===== src/rtl/msdlm_pkg.sv =====
// ----------------------------------------------------------------------------
// msdlm_pkg
// Shared types and constants of the MAVLink stream deframer and link monitor.
// ----------------------------------------------------------------------------
package msdlm_pkg;

   localparam logic [7:0]  MAGIC_V2       = 8'hFD;
   localparam logic [7:0]  MAGIC_V1       = 8'hFE;
   localparam logic [23:0] MSG_HEARTBEAT  = 24'd0;
   localparam logic [23:0] MSG_ACK        = 24'd77;
   localparam logic [8:0]  SIG_BYTES      = 9'd13;
   localparam logic [8:0]  HDR_LEN_V2     = 9'd10;
   localparam logic [8:0]  HDR_LEN_V1     = 9'd6;
   localparam logic [8:0]  CHECKSUM_BYTES = 9'd2;
   localparam logic [7:0]  ACK_MIN_LEN    = 8'd3;

   localparam logic [7:0]  OWN_SYSTEM_ID_RESET    = 8'd255;
   localparam logic [7:0]  OWN_COMPONENT_ID_RESET = 8'd190;
   localparam logic [15:0] TIMEOUT_TICKS_RESET    = 16'd3000;

   typedef enum logic [1:0] {
      CSR_OWN_SYSTEM_ID    = 2'd0,
      CSR_OWN_COMPONENT_ID = 2'd1,
      CSR_TIMEOUT_TICKS    = 2'd2
   } csr_index_type;

   typedef enum logic [1:0] {
      EV_PAYLOAD   = 2'd0,
      EV_FRAME     = 2'd1,
      EV_LINK_DOWN = 2'd2
   } event_type;

   typedef enum logic [1:0] {
      PH_HUNT    = 2'd0,
      PH_HEADER  = 2'd1,
      PH_PAYLOAD = 2'd2,
      PH_TAIL    = 2'd3
   } phase_type;

   typedef struct packed {
      logic        emit_payload;
      logic        emit_frame;
      logic [7:0]  data_byte;
      logic [7:0]  byte_index;
      logic [23:0] message_id;
      logic [7:0]  system_id;
      logic [7:0]  component_id;
      logic [7:0]  payload_length;
      logic        ack_valid;
      logic [15:0] ack_command;
      logic [7:0]  ack_result;
      logic        heartbeat_valid;
   } parse_result_type;

   typedef struct packed {
      logic link_up;
      logic link_down;
   } link_status_type;

endpackage


===== src/rtl/msdlm_parser.sv =====
// ----------------------------------------------------------------------------
// msdlm_parser
// Byte-level frame parser: magic hunt, header decode, payload pass-through,
// checksum and signature skip, and frame-end report.
// ----------------------------------------------------------------------------
module msdlm_parser (
   input  logic                        clock,
   input  logic                        reset,
   input  logic                        take_byte,
   input  logic [7:0]                  rx_byte,
   input  logic [7:0]                  own_system_id,
   input  logic [7:0]                  own_component_id,
   output msdlm_pkg::parse_result_type result
);
   import msdlm_pkg::*;

   phase_type   phase_ff, phase_in;
   logic        is_v2_ff, is_v2_in;
   logic [7:0]  frame_len_ff, frame_len_in;
   logic [8:0]  byte_count_ff, byte_count_in;
   logic        signed_ff, signed_in;
   logic [7:0]  sys_ff, sys_in;
   logic [7:0]  comp_ff, comp_in;
   logic [23:0] msgid_ff, msgid_in;
   logic [23:0] ack_bytes_ff, ack_bytes_in;

   logic [8:0]  hdr_len;
   logic [8:0]  count_inc;
   logic [8:0]  payload_pos;
   logic [7:0]  payload_idx;
   logic [8:0]  frame_end;
   logic        own_frame;

   always_ff @(posedge clock) begin
      if (reset) begin
         phase_ff      <= PH_HUNT;
         is_v2_ff      <= 1'b0;
         frame_len_ff  <= 8'd0;
         byte_count_ff <= 9'd0;
         signed_ff     <= 1'b0;
         sys_ff        <= 8'd0;
         comp_ff       <= 8'd0;
         msgid_ff      <= 24'd0;
         ack_bytes_ff  <= 24'd0;
      end else if (take_byte) begin
         phase_ff      <= phase_in;
         is_v2_ff      <= is_v2_in;
         frame_len_ff  <= frame_len_in;
         byte_count_ff <= byte_count_in;
         signed_ff     <= signed_in;
         sys_ff        <= sys_in;
         comp_ff       <= comp_in;
         msgid_ff      <= msgid_in;
         ack_bytes_ff  <= ack_bytes_in;
      end
   end

   assign hdr_len     = is_v2_ff ? HDR_LEN_V2 : HDR_LEN_V1;
   assign count_inc   = byte_count_ff + 9'd1;
   assign payload_pos = byte_count_ff - hdr_len;
   assign payload_idx = payload_pos[7:0];
   assign frame_end   = hdr_len + {1'b0, frame_len_ff} + CHECKSUM_BYTES
                        + (signed_ff ? SIG_BYTES : 9'd0);
   assign own_frame   = (sys_ff == own_system_id) && (comp_ff == own_component_id);

   always_comb begin
      phase_in      = phase_ff;
      is_v2_in      = is_v2_ff;
      frame_len_in  = frame_len_ff;
      byte_count_in = byte_count_ff;
      signed_in     = signed_ff;
      sys_in        = sys_ff;
      comp_in       = comp_ff;
      msgid_in      = msgid_ff;
      ack_bytes_in  = ack_bytes_ff;
      result        = '0;

      unique case (phase_ff)
         PH_HUNT: begin
            if (rx_byte == MAGIC_V2 || rx_byte == MAGIC_V1) begin
               is_v2_in      = (rx_byte == MAGIC_V2);
               frame_len_in  = 8'd0;
               signed_in     = 1'b0;
               sys_in        = 8'd0;
               comp_in       = 8'd0;
               msgid_in      = 24'd0;
               ack_bytes_in  = 24'd0;
               byte_count_in = 9'd1;
               phase_in      = PH_HEADER;
            end
         end
         PH_HEADER: begin
            if (byte_count_ff == 9'd1) begin
               frame_len_in = rx_byte;
            end else if (is_v2_ff) begin
               if (byte_count_ff == 9'd2) signed_in = rx_byte[0];
               if (byte_count_ff == 9'd5) sys_in = rx_byte;
               if (byte_count_ff == 9'd6) comp_in = rx_byte;
               if (byte_count_ff == 9'd7) msgid_in[7:0] = rx_byte;
               if (byte_count_ff == 9'd8) msgid_in[15:8] = rx_byte;
               if (byte_count_ff == 9'd9) msgid_in[23:16] = rx_byte;
            end else begin
               if (byte_count_ff == 9'd3) sys_in = rx_byte;
               if (byte_count_ff == 9'd4) comp_in = rx_byte;
               if (byte_count_ff == 9'd5) msgid_in = {16'd0, rx_byte};
            end
            byte_count_in = count_inc;
            if (count_inc >= hdr_len) begin
               phase_in = (frame_len_in != 8'd0) ? PH_PAYLOAD : PH_TAIL;
            end
         end
         PH_PAYLOAD: begin
            if (payload_idx == 8'd0) ack_bytes_in[7:0] = rx_byte;
            if (payload_idx == 8'd1) ack_bytes_in[15:8] = rx_byte;
            if (payload_idx == 8'd2) ack_bytes_in[23:16] = rx_byte;
            result.emit_payload   = 1'b1;
            result.data_byte      = rx_byte;
            result.byte_index     = payload_idx;
            result.message_id     = msgid_ff;
            result.system_id      = sys_ff;
            result.component_id   = comp_ff;
            result.payload_length = frame_len_ff;
            byte_count_in = count_inc;
            if ({1'b0, payload_idx} + 9'd1 >= {1'b0, frame_len_ff}) begin
               phase_in = PH_TAIL;
            end
         end
         PH_TAIL: begin
            byte_count_in = count_inc;
            if (count_inc >= frame_end) begin
               // Last checksum or signature byte closes the frame.
               result.emit_frame     = 1'b1;
               result.message_id     = msgid_ff;
               result.system_id      = sys_ff;
               result.component_id   = comp_ff;
               result.payload_length = frame_len_ff;
               if (msgid_ff == MSG_HEARTBEAT) begin
                  result.heartbeat_valid = !own_frame;
               end else if (msgid_ff == MSG_ACK && frame_len_ff >= ACK_MIN_LEN) begin
                  result.ack_valid   = 1'b1;
                  result.ack_command = ack_bytes_ff[15:0];
                  result.ack_result  = ack_bytes_ff[23:16];
               end
               phase_in = PH_HUNT;
            end
         end
         default: begin
            phase_in = PH_HUNT;
         end
      endcase
   end

endmodule


===== src/rtl/msdlm_link.sv =====
// ----------------------------------------------------------------------------
// msdlm_link
// Heartbeat link monitor: quiet-time counter and connected flag.
// ----------------------------------------------------------------------------
module msdlm_link (
   input  logic                       clock,
   input  logic                       reset,
   input  logic                       tick,
   input  logic                       heartbeat,
   input  logic [15:0]                timeout_ticks,
   output msdlm_pkg::link_status_type status
);
   import msdlm_pkg::*;

   logic        heard_ff, heard_in;
   logic        connected_ff, connected_in;
   logic [15:0] quiet_ff, quiet_in;

   always_ff @(posedge clock) begin
      if (reset) begin
         heard_ff     <= 1'b0;
         connected_ff <= 1'b0;
         quiet_ff     <= 16'd0;
      end else begin
         heard_ff     <= heard_in;
         connected_ff <= connected_in;
         quiet_ff     <= quiet_in;
      end
   end

   always_comb begin
      heard_in         = heard_ff;
      connected_in     = connected_ff;
      quiet_in         = quiet_ff;
      status.link_down = 1'b0;
      if (heartbeat) begin
         heard_in     = 1'b1;
         connected_in = 1'b1;
         quiet_in     = 16'd0;
      end else if (tick && heard_ff) begin
         // The quiet count saturates rather than wrapping back to zero.
         if (quiet_ff != 16'hFFFF) quiet_in = quiet_ff + 16'd1;
         if (connected_ff && quiet_in >= timeout_ticks) begin
            connected_in     = 1'b0;
            status.link_down = 1'b1;
         end
      end
      status.link_up = connected_in;
   end

endmodule


===== src/rtl/mavlink_stream_deframer_link_monitor.sv =====
// ----------------------------------------------------------------------------
// mavlink_stream_deframer_link_monitor
// MAVLink v1/v2 stream deframer with a heartbeat-driven link monitor.
// ----------------------------------------------------------------------------
// The request channel carries one item per transaction: a received stream
// byte (req_kind = 0) or a one-millisecond tick (req_kind = 1). Each item
// gives zero or one transaction on the response channel: a payload byte, a
// frame-complete report with decoded acknowledgment and heartbeat flags, or
// a link-down event. Header, checksum and signature bytes, and ticks that do
// not drop the link, give no response.
// An item is decoded in the cycle it is accepted and its result is held in
// the response register, so rsp_valid rises in the following cycle. One
// item is taken every cycle while the response register is empty or is being
// read in the same cycle; when the receiver stalls, req_ready drops and the
// pending response is held unchanged.
// The csr port writes the own system id, own component id and link timeout;
// it is to be written only while the block is idle; the block does not enforce this.
// A synchronous reset returns the parser to the magic hunt, clears the link
// state and the response valid flag, and loads the register defaults.
// ----------------------------------------------------------------------------
module mavlink_stream_deframer_link_monitor (
   input  logic        clock,
   input  logic        reset,
   input  logic        req_valid,
   output logic        req_ready,
   input  logic        req_kind,
   input  logic [7:0]  req_rx_byte,
   output logic        rsp_valid,
   input  logic        rsp_ready,
   output logic [1:0]  rsp_event_res,
   output logic [7:0]  rsp_data_byte,
   output logic [7:0]  rsp_byte_index,
   output logic [23:0] rsp_message_id,
   output logic [7:0]  rsp_system_id,
   output logic [7:0]  rsp_component_id,
   output logic [7:0]  rsp_payload_length,
   output logic        rsp_ack_valid,
   output logic [15:0] rsp_ack_command,
   output logic [7:0]  rsp_ack_result,
   output logic        rsp_heartbeat_valid,
   output logic        rsp_link_up,
   input  logic        csr_write_enable,
   input  logic [1:0]  csr_index,
   input  logic [15:0] csr_write_data
);
   import msdlm_pkg::*;

   logic [7:0]  own_sys_ff;
   logic [7:0]  own_comp_ff;
   logic [15:0] timeout_ff;

   logic             accept;
   logic             take_byte;
   logic             take_tick;
   parse_result_type parse;
   link_status_type  link;
   logic             has_result;

   logic             rsp_valid_ff, rsp_valid_in;
   event_type        event_ff, event_in;
   parse_result_type fields_ff, fields_in;
   logic             link_up_ff, link_up_in;

   always_ff @(posedge clock) begin
      if (reset) begin
         own_sys_ff  <= OWN_SYSTEM_ID_RESET;
         own_comp_ff <= OWN_COMPONENT_ID_RESET;
         timeout_ff  <= TIMEOUT_TICKS_RESET;
      end else if (csr_write_enable) begin
         unique case (csr_index)
            CSR_OWN_SYSTEM_ID:    own_sys_ff  <= csr_write_data[7:0];
            CSR_OWN_COMPONENT_ID: own_comp_ff <= csr_write_data[7:0];
            CSR_TIMEOUT_TICKS:    timeout_ff  <= csr_write_data;
            default: ;
         endcase
      end
   end

   assign req_ready = !rsp_valid_ff || rsp_ready;
   assign accept    = req_valid && req_ready;
   assign take_byte = accept && !req_kind;
   assign take_tick = accept && req_kind;

   msdlm_parser u_parser (
      .clock            (clock),
      .reset            (reset),
      .take_byte        (take_byte),
      .rx_byte          (req_rx_byte),
      .own_system_id    (own_sys_ff),
      .own_component_id (own_comp_ff),
      .result           (parse)
   );

   msdlm_link u_link (
      .clock         (clock),
      .reset         (reset),
      .tick          (take_tick),
      .heartbeat     (take_byte && parse.heartbeat_valid),
      .timeout_ticks (timeout_ff),
      .status        (link)
   );

   always_comb begin
      has_result = 1'b0;
      event_in   = EV_PAYLOAD;
      fields_in  = '0;
      link_up_in = link.link_up;
      if (take_byte && (parse.emit_payload || parse.emit_frame)) begin
         has_result = 1'b1;
         event_in   = parse.emit_frame ? EV_FRAME : EV_PAYLOAD;
         fields_in  = parse;
      end else if (take_tick && link.link_down) begin
         has_result = 1'b1;
         event_in   = EV_LINK_DOWN;
      end
      rsp_valid_in = has_result || (rsp_valid_ff && !rsp_ready);
   end

   always_ff @(posedge clock) begin
      if (reset) begin
         rsp_valid_ff <= 1'b0;
      end else begin
         rsp_valid_ff <= rsp_valid_in;
      end
   end

   always_ff @(posedge clock) begin
      if (has_result) begin
         event_ff   <= event_in;
         fields_ff  <= fields_in;
         link_up_ff <= link_up_in;
      end
   end

   assign rsp_valid           = rsp_valid_ff;
   assign rsp_event_res       = event_ff;
   assign rsp_data_byte       = fields_ff.data_byte;
   assign rsp_byte_index      = fields_ff.byte_index;
   assign rsp_message_id      = fields_ff.message_id;
   assign rsp_system_id       = fields_ff.system_id;
   assign rsp_component_id    = fields_ff.component_id;
   assign rsp_payload_length  = fields_ff.payload_length;
   assign rsp_ack_valid       = fields_ff.ack_valid;
   assign rsp_ack_command     = fields_ff.ack_command;
   assign rsp_ack_result      = fields_ff.ack_result;
   assign rsp_heartbeat_valid = fields_ff.heartbeat_valid;
   assign rsp_link_up         = link_up_ff;

endmodule


===== config.mk =====
export PLATFORM = sky130hd
export DESIGN_NAME = mavlink_stream_deframer_link_monitor
export DESIGN_NICKNAME = d
export VERILOG_FILES = /design/src/rtl/msdlm_pkg.sv /design/src/rtl/msdlm_parser.sv /design/src/rtl/msdlm_link.sv /design/src/rtl/mavlink_stream_deframer_link_monitor.sv
export SDC_FILE = /design/constraint.sdc
export NUM_CORES = 1
export LEC_CHECK = 0
export ABC_AREA = 1
export BUFFER_PORTS_ARGS = -buffer_cell sky130_fd_sc_hd__buf_2
export CAP_MARGIN = 10
export CORE_UTILIZATION = 61
export CTS_BUF_LIST = sky130_fd_sc_hd__clkbuf_4 sky130_fd_sc_hd__clkbuf_8
export DETAILED_ROUTE_END_ITERATION = 10
export PLACE_DENSITY = 0.82
export SYNTH_ARGS = -nofsm -noshare
export SYNTH_HDL_FRONTEND = slang
export SYNTH_HIERARCHICAL = 1
export SYNTH_SLANG_ARGS = --single-unit

===== constraint.sdc =====
create_clock -name clock -period 8.3 [get_ports clock]
set_clock_uncertainty 0.1 [all_clocks]
set_input_delay 0.83 -clock clock [delete_from_list [all_inputs] [get_ports clock]]
set_output_delay 0.83 -clock clock [all_outputs]
set_load 0.1 [all_outputs]

; Word-level counts from Yosys, hierarchy flattened
; Cells that the tools add are included.
[totals]
reg_bits = 229
input_bits = 32
elab_cells = 199
[op_classes]
addsub = 7
order_cmp = 5
n_eq_ne = 40
n_mux = 64
n_bitwise = 4
reduce_logical = 47
[op_table]
columns = operator, count
row1 = $mux 8, 17
row2 = $mux 24, 4
row3 = $pmux 24 s2, 2
row4 = $pmux 48 s2, 1
row5 = $mux 74, 1
row6 = $mux 25, 2
row7 = $mux 16, 3
row8 = $pmux 8 s2, 3
row9 = $eq 9x3->1 const B, 4
row10 = $reduce_and 6->1, 6
row11 = $eq 24x7->1 const B, 1
row12 = $logic_not 24->1, 1
row13 = $mux 1, 19
row14 = $eq 9x2->1 const B, 2
row15 = $eq 9x4->1 const B, 2
row16 = $ge 9x9->1, 2
row17 = $ne 2x1->1 const B, 9
row18 = $pmux 9 s2, 1
row19 = $add 16x1->16 const B, 1
row20 = $eq 8x8->1, 2
row21 = $eq 8x8->1 const B, 2
row22 = $ge 16x16->1, 1
row23 = $ne 16x16->1 const B, 1
row24 = $ne 3x3->1 const B, 5
row25 = 36 further kinds, 75

; Longest topological paths before layout
; Gate-level depths: netlist (run 1).
[logic_depth]
depth_word = 18
depth_mapped = 28
ltp_nobuf = 28

; Hierarchy
; Netlist (run 1), hierarchy kept.
[by_module_without_submodules]
columns = module, n_inst, cells_per_inst, area_per_inst_um2, seq_area_each_um2
row1 = msdlm_parser, 1, 889, 6027.0, 1701.6
row2 = mavlink_stream_deframer_link_monitor, 1, 444, 4878.4, 3453.3
row3 = msdlm_link, 1, 243, 1592.8, 360.3

; Worst setup path before layout (run 1)
; OpenSTA, ideal clock, no wires.
[synth_timing]
kind = reg-to-reg
startpoint = register u_parser.is_v2_ff
endpoint = register fields_ff, in the netlist rsp_ack_command[0], enable pin
setup_ns = 0.885
arrival_ns = 5.329
setup_slack_ns = 1.986
stages_incl_launch_ff = 27
n_path_buf = 0
synth_period_minus_slack_ns = 6.314
cell_sequence = dfxtp_1 -> inv_1 -> fa_1 -> inv_1 -> ha_1 -> ha_1 -> nand3_1 -> and2_1 -> inv_1 -> nand2_1 -> a21oi_1 -> xor2_1 -> ha_1 -> nand2_1 -> nor2_1 -> nand2_1 -> and2_1 -> nand3_1 -> nand2_1 -> nor2_1 -> inv_1 -> nor3_1 -> inv_1 -> nand2_1 -> nor2_1 -> nand4_1 -> nand2_1
[synth_lines]
columns = item, line
row1 = from (decl), msdlm_parser.sv:18  ; logic is_v2_ff, is_v2_in;
row2 = from (signal assigned), msdlm_parser.sv:47  ; is_v2_ff <= is_v2_in;
row3 = to (signal assigned), mavlink_stream_deframer_link_monitor.sv:130  ; fields_ff <= fields_in;
row4 = to (decl), mavlink_stream_deframer_link_monitor.sv:61  ; parse_result_type fields_ff, fields_in;

==> flow_summary_export.csv, run 1 <==
group,metric,value,unit
pwr,ir_worst_vdd,99.1,uV
drt,vias,10500,
worst_setup_path,worstPathArrival,5490,ps
floorplan,fp.dieW,145,microns
clock_tree,clock_sinks,229,
yosys,synthDistinctLibCells,57,
floorplan,coreArea,0.0198,sq mm
final_layout,final_layout_size_suffix_gt1_share,16.9,%
floorplan,die_area,0.0211,sq mm
sta,slew_headroom,21.6,%
yosys,synth_edf_count,93,
drt,vias_per_cell,5.27,
yosys,syn_area_per_cell,7.93,sq um
global_routing,antenna_found_initial,0,
floorplan,rows,51,
pwr,p_leak,0.00577,uW
pwr,cellPowerDensity,162,mW/mm^2
sta,setup_ws,2950,ps
place,dpl.cell_count,1919,
global_routing,grt_usage,27.8,%
worst_setup_path,start_kind,"flop",
pwr,combPwrFrac,3.1,%
worst_setup_path,cp_slowest_cell,"fa_1",
global_routing,grt_start_max_net_pins,94,
pwr,pwr-share-seq,52.4,%
pwr,switching_power,499,uW
drt,drc,0,
sta,fin_crit,5350,ps
yosys,synth.area.mux_share,0,%
final_layout,nFillCells,1599,
clock_tree,ctsHtreeMaxLevel,2,
sta,worst_slew_pin_slew,1170,ps
final_layout,final_cells,1987,
place,dp_slack,2700,ps
drt,initialDrtViolationCount,879,
yosys,synthXorXnorAreaFrac,2.31,%
yosys,synth_top_family_by_area,"simple AND/OR/NAND/NOR gates",
pwr,internal_power,1750,uW
yosys,synth_seq_cells,229,
place,dp.final_hpwl,21200,microns
sta,fin_setup_tns,0,ps
global_routing,overflow,0,
floorplan,die-height,145,microns
worst_setup_path,worstPathMaxFanout,62,
final_layout,diodes,0,
final_layout,final_cell_mix,"inv_1, nor2_1, nand2_1",
place,port-buffer-count,126,
clock_tree,cts_hold_buf,0,
clock_tree,clock_path_buffers,3,
yosys,async_reset_ff_share,0,%
yosys,ys.flop_type,"dfxtp_1",
drt,ant_nets,0,
worst_setup_path,worstPathCellList,"inv_1, fa_1, inv_1, ha_1, fa_1, nand3_1, nand3_1, xor2_1, ha_1, nand2_1, nor2_1, nand2_1, and2_1, nand3_1, nand2_1, nor2_1, inv_1, nor3_1, inv_1, nand2_1, nor2_1, nand4_1, nand2_4, buf_16",
clock_tree,path_clk_slew,60,ps
yosys,synth_compound_area_share,9.97,%
sta,timing.hold.ws,355,ps
yosys,ys_seq_area_share,44.1,%
sta,post-route-period-util,64.5,%
final_layout,syn2layout_area_growth,11.2,%
yosys,synth_fp_nets,1670,
global_routing,grt_pass1_wl,47500,microns
final_layout,final_common_cell,"inv_1",
drt,wirelength,29600,microns
yosys,synth_warnings,6,
drt,drt_first_pass_iters,5,
yosys,syn-cell-area,0.0125,sq mm
clock_tree,post_cts_resize_count,0,
sta,setup-violations-final,0,
clock_tree,clock_latency,530,ps
global_routing,grt_pass1_vias,9702,
worst_setup_path,crit_path_end_kind,"flop",
drt,wire_per_inst,14.9,microns
worst_setup_path,required,8440,ps
yosys,synth_fa_ha_area_share,6.39,%
sta,fmax,187,MHz
pwr,p_sw_share,22.2,%
sta,rsz0062_at_grt,"no",
pwr,clkPwrFrac,44.5,%
clock_tree,root_buffer,"clkbuf_8",
hold_path,worstHoldPathType,"reg2reg",
yosys,synth_simple_gate_area_share,24.8,%
sta,maxSlewViolCount,0,
final_layout,fin_nets,1788,
sta,finalHoldViolCount,0,
floorplan,io_pins,127,
floorplan,initial_utilization,63.2,%
place,gp_congestion,0.960,
run,drv_cap,0,
yosys,syn-instance-count,1576,
clock_tree,post_cts_buffers,0,
clock_tree,tritoncts,"yes",
clock_tree,cts_made_buffers,37,
worst_setup_path,slowest_delay,550,ps
worst_setup_path,crit_type,"reg2reg",
run_status,outcome,"complete, no violations",
[synth_stat cells (3+ instances only)]
cell | count | share of area, %
inv_1 | 297 | 8.9
nor2_1 | 262 | 7.9
nand2_1 | 239 | 7.2
dfxtp_1 | 136 | 22
edfxtp_1 | 93 | 22
a21oi_1 | 75 | 3.0
nand3_1 | 71 | 2.8
o21ai_0 | 69 | 2.8
ha_1 | 59 | 5.9
nor2_2 | 26 | 1.3
nand4_1 | 22 | 1.1
nor3_1 | 20 | 0.80
clkbuf_1 | 18 | 0.54
buf_6 | 17 | 1.5
xnor2_1 | 17 | 1.2
xor2_1 | 16 | 1.1
a211oi_2 | 15 | 1.5
buf_2 | 10 | 0.40
inv_2 | 9 | 0.27
o211ai_1 | 9 | 0.54
o21bai_1 | 9 | 0.54
nand2_2 | 8 | 0.40
o21ai_1 | 8 | 0.32
or2_2 | 7 | 0.35
a211oi_1 | 6 | 0.36
a21oi_2 | 4 | 0.28
and2_1 | 4 | 0.20
nor2_4 | 4 | 0.36
nor3_4 | 4 | 0.52
fa_1 | 3 | 0.48
nand3_2 | 3 | 0.24
nand3_4 | 3 | 0.42
nor4_1 | 3 | 0.15
o21ai_2 | 3 | 0.21
[power by group through the flow]
stage	clock network [uW]	registers [uW]	logic, uW
global placement	0	1200	67.0
detailed placement	0	1200	68.5
CTS	1010	1180	69.1
floorplan	0	1200	44.4
finish	1000	1180	70.3
global route	1070	1180	77.8
[area by class of cell]
type                       instances  area [sq um]  area share, %
clock buffer                      56           677           4.87
clock inverter                    11          80.1          0.576
inverter                         309          1170           8.41
multi-input combinational        988          5460           39.3
timing repair buffer             129           673           4.84
sequential                       229          5520           39.7
tap                              265           332           2.38
[state kept, by name (all words and copies together), names as in the netlist, 9 cells and up]
register                cells
rsp_message_id             24
u_parser/ack_bytes_ff      24
rsp_ack_command            16
u_link/quiet_ff            16
u_parser/byte_count_ff      9
timeout_ff                 16
u_parser/msgid_ff          24
[per-stage QoR]
stage / area, sq um / total power [uW] / util (%)
final: 13900 / 2250 / 70.3
after global placement: 13100 / 1270 / 66.3
after CTS: 13900 / 2260 / 70.1
after global routing: 13900 / 2320 / 70.3
after floorplan: 12500 / 1240 / -
after detailed placement: 13100 / 1270 / 66.3
[metal layers]
metal / global-route usage [%] / share of wire, % / up-vias
li1: - / - / 5213
met1: 37.4 / 45 / 4832
met2: 45.7 / 46 / 374
met3: 4.47 / 6.5 / 51
met4: 9.11 / 2.4 / 0
met5: 0 / 0 / -
[worst max-delay path: cells and delay by family (launching register included)]
family,cells,cell delay [ps]
adders and majority gates,4,1690
buffers and inverters,5,760
DFF,1,480
xor gates and xnor gates,1,170
and+or+nand+nor,14,1820
[worst paths after layout]
path	from	endpoint	slack [ps]	cells past startpoint
setup / recovery	u_parser/is_v2_ff	rsp_byte_index[2]	2950	24
setup reg to reg	u_parser/is_v2_ff	rsp_byte_index[2]	2950	24
hold / removal	u_parser/ack_bytes_ff[3]	u_parser/ack_bytes_ff[3]	350	2
hold reg to reg	u_parser/ack_bytes_ff[3]	u_parser/ack_bytes_ff[3]	350	2
[cells by family after synthesis]
family                     after synthesis
AOI/OAI and AO/OA                      205
xor gates and xnor gates                33
adders and majority gates               62
buffers and inverters                  359
DFF                                    229
and+or+nand+nor                        688
Power figures use the tool's default switching activity.
==> run 2, diff against run 1 <==
ABC_AREA = 0   (was 1)
clock period = 5.5 ns   (was 8.3 ns; I/O delays follow)
==> run 2 against run 1 <==
Compared with the run above: setup slack lost 2700 ps; first-iteration DRC count is 6.1% lower; combinational power is 19% higher; die area fell by 3.5%; clock-buffer cell count fell by 9; register-to-register slack got worse by 2700 ps; maximum frequency is 2.5% higher; total power grew 49%; via count is 10% lower; cell area decreased by 2.4%; global-route usage fell by 0.081 points; critical path type unchanged; critical endpoint is now rsp_system_id[4]; largest cell class is now multi-input gates.
==> flow_summary_export.csv, run 2 <==
group,metric,value,unit
run_status,outcome,"complete, no violations",
worst_setup_path,r2r_slack,280,ps
final_layout,final_common_cell,"and2_1",
drt,vias_per_cell,5.77,
worst_setup_path,crit_type,"reg2reg",
yosys,yosysTopAreaCell,"edfxtp_1",
worst_setup_path,r2r_start,"u_parser/is_v2_ff",
yosys,synth_top_family_by_area,"simple AND/OR/NAND/NOR gates",
drt,ant_nets,0,
global_routing,gr-max-usage-layer,"met2",
clock_tree,ctsHtreeMaxLevel,2,
floorplan,io_pins,127,
floorplan,die_area,0.0203,sq mm
global_routing,grt_pass1_vias,8789,
hold_path,worstHoldPathType,"in2reg",
final_layout,final_layout_size_suffix_gt1_share,17.0,%
sta,slew_headroom,27.8,%
clock_tree,post_cts_resize_count,0,
drt,wire_per_inst,17.2,microns
yosys,synth.area.top_cells,"edfxtp_1, dfxtp_1, and2_1",
sta,setup-violations-final,0,
yosys,synth_warnings,6,
drt,initialDrtViolationCount,825,
global_routing,grt_util_met2,43.7,%
global_routing,grt_start_max_net_pins,83,
yosys,syn-cell-area,0.0121,sq mm
yosys,yosysMostFrequentCell,"and2_1",
place,gp_congestion,0.906,
worst_setup_path,critPathBufInv,3,
yosys,synthDistinctLibCells,84,
sta,finalHoldViolCount,0,
clock_tree,post_cts_buffers,0,
sta,timing.hold.ws,110,ps
global_routing,overflow,0,
sta,worst_slew_pin_slew,1080,ps
clock_tree,path_clk_slew,70,ps
final_layout,final_cells,1630,
sta,fin_crit,5220,ps
sta,fmax,191,MHz
clock_tree,cts_hold_buf,0,
worst_setup_path,worstPathArrival,5360,ps
final_layout,fin_nets,1430,
yosys,synth_fp_nets,1319,
global_routing,grt_pass1_wl,44200,microns
drt,drt_first_pass_iters,5,
sta,fin_setup_tns,0,ps
clock_tree,tritoncts,"yes",
hold_path,hold_start,"csr_write_data[9]",
place,dpl.cell_count,1561,
place,dp.final_hpwl,19300,microns
yosys,synth_seq_cells,229,
worst_setup_path,critPathTopFamily,"adder cells",
worst_setup_path,worstPathMaxFanout,11,
pwr,internal_power,2600,uW
yosys,ys.flop_type,"dfxtp_1",
sta,post-route-period-util,95.0,%
clock_tree,clock_latency,560,ps
worst_setup_path,startpoint,"u_parser/is_v2_ff",
worst_setup_path,required,5640,ps
final_layout,syn2layout_area_growth,12.6,%
global_routing,grt_usage,27.7,%
drt,vias,9410,
worst_setup_path,cp_slowest_cell,"fa_1",
worst_setup_path,start_kind,"flop",
yosys,synth_edf_count,93,
pwr,p_sw_share,22.6,%
clock_tree,cts_made_buffers,37,
pwr,clkPwrFrac,44.9,%
yosys,ys_seq_area_share,45.7,%
worst_setup_path,worstPathCellList,"inv_2, fa_1, inv_1, ha_1, ha_1, a21o_1, a21oi_2, nor2b_1, o21ai_1, xnor2_1, ha_1, nor2b_1, o31a_1, o31a_1, and4_1, and2_1, nor3b_1, o31a_1, nand3_1, nor2_1, or2_4, buf_4",
global_routing,antenna_found_initial,0,
yosys,syn_area_per_cell,9.84,sq um
pwr,power,3360,uW
yosys,synth_compound_area_share,8.92,%
clock_tree,clock_sinks,229,
final_layout,utilization,70.0,%
worst_setup_path,slowest_delay,540,ps
final_layout,nFillCells,1485,
run,drv_cap,0,
global_routing,use_met1,37.2,%
pwr,p_leak,0.00531,uW
final_layout,final_cell_mix,"and2_1, dfxtp_1, buf_2",
pwr,combPwrFrac,2.5,%
pwr,switching_power,760,uW
pwr,cellPowerDensity,247,mW/mm^2
floorplan,initial_utilization,62.2,%
final_layout,diodes,0,
floorplan,rows,51,
worst_setup_path,crit_path_end_kind,"flop",
yosys,synth_fa_ha_area_share,6.62,%
floorplan,fp.dieW,143,microns
yosys,synth_top_area_share,23.2,%
yosys,synth_simple_gate_area_share,24.9,%
floorplan,die-height,143,microns
floorplan,coreArea,0.0194,sq mm
clock_tree,clock_path_buffers,3,
yosys,syn-instance-count,1225,
clock_tree,root_buffer,"clkbuf_8",
yosys,synth.area.mux_share,4.95,%
yosys,synthTopCellsByCount,"and2_1, dfxtp_1, nor2_1, edfxtp_1, nand2_1",
sta,maxSlewViolCount,0,
pwr,pwr-share-seq,52.6,%
drt,wirelength,28000,microns
global_routing,grt_use_met3,4.61,%
pwr,ir_worst_vdd,180,uV
place,port-buffer-count,126,
drt,drc,0,
yosys,synthXorXnorAreaFrac,3.70,%
yosys,async_reset_ff_share,0,%
-- run 2: cell types whose count changed after synthesis, moves of 20 or more --
cell	previous run	this run
inv_1	297	57
and2_1	4	138
and3_1	1	21
mux2i_1	0	57
nor2_1	262	99
nor2_2	26	0
nand3_1	71	25
nor2b_1	0	52
o21ai_0	69	7
nand2_1	239	66
-- run 2: path summary, 6_finish.rpt --
kind	to	cells after the start
setup / recovery	rsp_system_id[4]	22
hold / removal	timeout_ff[9]	3
setup reg to reg	rsp_system_id[4]	22
hold reg to reg	u_parser/ack_bytes_ff[20]	2
-- run 2: metrics by stage --
stage / setup slack (ps) / area (sq um)
2_1_floorplan: 20.2 / 12100
3_3_place_gp: 448 / 12800
3_5_place_dp: 292 / 12800
4_1_cts: 242 / 13500
5_1_grt: -49.7 / 13600
6_report: 276 / 13600
-- run 2: power by group through the flow --
stage               registers [uW]  clock network [uW]  logic [uW]
floorplan                     1800                   0        49.1
global placement              1800                   0        80.0
detailed placement            1800                   0        82.0
CTS                           1770                1530        82.5
global route                  1770                1610        90.7
finish                        1770                1510        84.0
-- run 2: worst min-delay path: stages --
cell    delay, ps
buf_2          70
nor3_1         40
nor2_1         70
-- run 2: cell families (layout without fill, tap and decap cells) --
kind of cell / Yosys count / after routing
AO/OA/AOI/OAI: 164 / 164
XOR/XNOR: 51 / 51
adder cells (fa/ha/maj): 62 / 62
buffers and inverters: 129 / 269
flip-flops: 229 / 229
multiplexers: 59 / 59
AND/OR/NAND/NOR: 531 / 531
-- run 2: cell type report --
cell class / count / area, sq um / area share, %
Timing Repair Buffer: 142 / 811 / 5.97
Inverter: 59 / 221 / 1.63
Clock inverter: 21 / 164 / 1.21
Multi-Input combinational cell: 867 / 5930 / 43.7
Tap cell: 265 / 332 / 2.44
Sequential cell: 229 / 5520 / 40.7
Clock buffer: 47 / 591 / 4.35
-- run 2: layer usage --
| metal | wire (microns) | part of all wire (%) | up-vias |
|---|---|---|---|
| met5 | 0 | 0 | - |
| met4 | 971 | 3.5 | 0 |
| met3 | 1920 | 6.9 | 73 |
| met2 | 12800 | 46 | 385 |
| met1 | 12300 | 44 | 4439 |
| li1 | - | - | 4513 |
==> run 3, diff against run 2 <==
PLACE_DENSITY = 0.83   (was 0.82)
SYNTH_HIERARCHICAL = not set   (was 1)
==> run 3 against run 2 <==
Compared with the run above: final cell count is 9.5% lower; cell area down 6.6%; critical endpoint is now rsp_ack_command[0]; largest power group unchanged; sequential power about the same; worst hold slack improved by 25 ps; synthesized cell count shrank 10%.
==> flow_summary_export.csv, run 3 <==
group,metric,value,unit
clock_tree,post_cts_buffers,0,
clock_tree,cts_hold_buf,0,
clock_tree,clock_path_buffers,3,
floorplan,io_pins,127,
global_routing,grt_pass1_wl,41000,microns
yosys,synth.area.top_cells,"edfxtp_1, dfxtp_1, ha_1",
yosys,syn_area_per_cell,10.2,sq um
worst_setup_path,worstPathCellList,"inv_1, fa_1, inv_1, ha_1, fa_1, a21o_1, a21o_1, xnor2_1, ha_1, o21ai_0, o21ai_0, a21oi_1, nor4_1, and2_1, and2_1",
worst_setup_path,worst_r2r_path_depth,15,
worst_setup_path,r2r_end,"rsp_ack_command[0]",
floorplan,initial_utilization,62.3,%
place,dp.final_hpwl,18100,microns
clock_tree,path_clk_slew,60,ps
yosys,ys_seq_area_share,49.3,%
clock_tree,tritoncts,"yes",
hold_path,worstHoldPathCells,3,
drt,drt_first_pass_iters,7,
floorplan,rows,49,
drt,wire_per_inst,17.6,microns
drt,wirelength,26000,microns
drt,initialDrtViolationCount,634,
worst_setup_path,r2r_slack,470,ps
global_routing,overflow,0,
yosys,synth_top_area_share,24.9,%
yosys,async_reset_ff_share,0,%
yosys,synth_fp_nets,1195,
clock_tree,ctsHtreeMaxLevel,2,
worst_setup_path,r2r_start,"u_parser.is_v2_ff",
yosys,synthTopCellsByCount,"dfxtp_1, nand2_1, edfxtp_1, and2_1, nor2_1",
final_layout,diodes,0,
sta,worst_slew_pin_slew,1000,ps
floorplan,die-height,137,microns
worst_setup_path,worstPathMaxFanout,25,
worst_setup_path,crit_path_end_kind,"flop",
global_routing,grt_pass1_vias,8017,
yosys,syn-cell-area,0.0112,sq mm
sta,maxSlewViolCount,0,
clock_tree,post_cts_resize_count,0,
run,drv_cap,0,
drt,drc,0,
place,gp_congestion,0.925,
place,port-buffer-count,126,
worst_setup_path,start_kind,"flop",
pwr,ir_worst_vdd,214,uV
yosys,synth_edf_count,93,
yosys,syn-instance-count,1101,
hold_path,worstHoldEndpoint,"timeout_ff[11]",
worst_setup_path,worstPathArrival,5310,ps
yosys,ys.flop_type,"dfxtp_1",
pwr,cellPowerDensity,257,mW/mm^2
drt,vias,8502,
worst_setup_path,critPathBufInv,2,
floorplan,die_area,0.0189,sq mm
sta,slew_headroom,33.0,%
sta,post-route-period-util,91.4,%
clock_tree,root_buffer,"clkbuf_8",
yosys,yosysMostFrequentCell,"dfxtp_1",
sta,finalHoldViolCount,0,
clock_tree,cts_made_buffers,36,
sta,fin_setup_tns,0,ps
final_layout,final_cell_mix,"dfxtp_1, buf_2, nand2_1",
worst_setup_path,crit_type,"reg2reg",
yosys,synth_seq_cells,229,
final_layout,fin_nets,1313,
sta,setup-violations-final,0,
floorplan,coreArea,0.0180,sq mm
pwr,p_leak,0.00490,uW
drt,vias_per_cell,5.76,
final_layout,syn2layout_area_growth,13.2,%
final_layout,final_cells,1475,
yosys,synth_warnings,0,
hold_path,hold_start,"csr_write_data[11]",
final_layout,utilization,70.6,%
drt,ant_nets,0,
yosys,synthDistinctLibCells,69,
floorplan,fp.dieW,137,microns
clock_tree,clock_latency,540,ps
worst_setup_path,cp_slowest_cell,"and2_1",
worst_setup_path,slowest_delay,680,ps
global_routing,grt_usage,28.2,%
global_routing,grt_start_max_net_pins,64,
run_status,outcome,"complete, no violations",
hold_path,worstHoldPathType,"in2reg",
sta,fin_crit,5030,ps
place,dpl.cell_count,1410,
worst_setup_path,critPathTopFamily,"adder cells",
sta,fmax,199,MHz
global_routing,antenna_found_initial,0,
yosys,yosysTopAreaCell,"edfxtp_1",
clock_tree,clock_sinks,229,
worst_setup_path,required,5780,ps
sta,rsz0062_at_grt,"no",
final_layout,final_layout_size_suffix_gt1_share,17.7,%
final_layout,final_common_cell,"dfxtp_1",
[run 3: changes by cell type in the layout (fill, tap and decap cells not counted), sizes merged, moves of 8 or more]
cell and change:
xnor2 +9, o22ai -14, nor2 -12, o21ai +10, nand2 +53, and2 -48
o211ai +8, a32o +24, nand3 +8, nor2b -43, nor3 -23, a21oi -13
or3 -8, inv -9
[run 3: logic make-up after synthesis]
| kind of cell | count (synthesis) | synth area share [%] |
|---|---|---|
| AND/OR/NAND/NOR | 435 | 19.8 |
| buffers and inverters | 105 | 3.88 |
| multiplexers | 59 | 5.32 |
| adder cells (fa/ha/maj) | 62 | 7.13 |
| XOR/XNOR | 63 | 4.93 |
| flip-flops | 229 | 49.3 |
| AO/OA/AOI/OAI | 148 | 9.67 |
[run 3: per-layer routing]
metal | track usage [%] | part of all wire [%] | wire, microns | vias up
met5 | 0 | 0 | 0 | -
met4 | 12.3 | 3.0 | 784 | 0
met3 | 5.52 | 5.6 | 1450 | 63
met2 | 45.3 | 48 | 12500 | 296
met1 | 36.9 | 43 | 11300 | 4038
li1 | - | - | - | 4105
[run 3: per-stage QoR]
step	hold slack, ps	total power (uW)	setup slack [ps]	area, sq um
after floorplan	326	1850	441	11200
after global placement	339	1890	774	12000
after detailed placement	345	1890	567	12000
after CTS	119	3270	539	12700
after global routing	140	3360	101	12700
final	135	3260	473	12700
[run 3: worst register-to-register path, stage by stage, from the launching register on]
cell	delay (ps)
dfxtp_1	630
inv_1	260
fa_1	530
inv_1	40
ha_1	330
fa_1	470
a21o_1	170
a21o_1	200
xnor2_1	130
ha_1	300
o21ai_0	80
o21ai_0	170
a21oi_1	120
nor4_1	430
and2_1	680
and2_1	240
[run 3: how the worst max path moves through the flow]
stage          cells past startpoint             endpoint               from  slack [ps]
3_5_place_dp                      15  rsp_ack_command[14]  u_parser.is_v2_ff         570
5_1_grt                           15    rsp_ack_result[1]  u_parser.is_v2_ff         100
4_1_cts                           15   rsp_ack_command[0]  u_parser.is_v2_ff         540
2_1_floorplan                     16   rsp_ack_command[0]  u_parser.is_v2_ff         440
6_report                          15   rsp_ack_command[0]  u_parser.is_v2_ff         470
3_3_place_gp                      15    rsp_ack_result[0]  u_parser.is_v2_ff         770
[run 3: power breakdown]
group	switching, uW	internal (uW)
combinational	59.4	26.6
sequential	5.45	1760
clock	663	742
[run 3: cell type report]
cell class / instances / area, sq um
Fill cell: 1373 / 5290
Clock inverter: 15 / 76.3
Inverter: 50 / 188
Multi-Input combinational cell: 767 / 5270
Tap cell: 229 / 287
Timing Repair Buffer: 135 / 711
Clock buffer: 50 / 626
Sequential cell: 229 / 5520
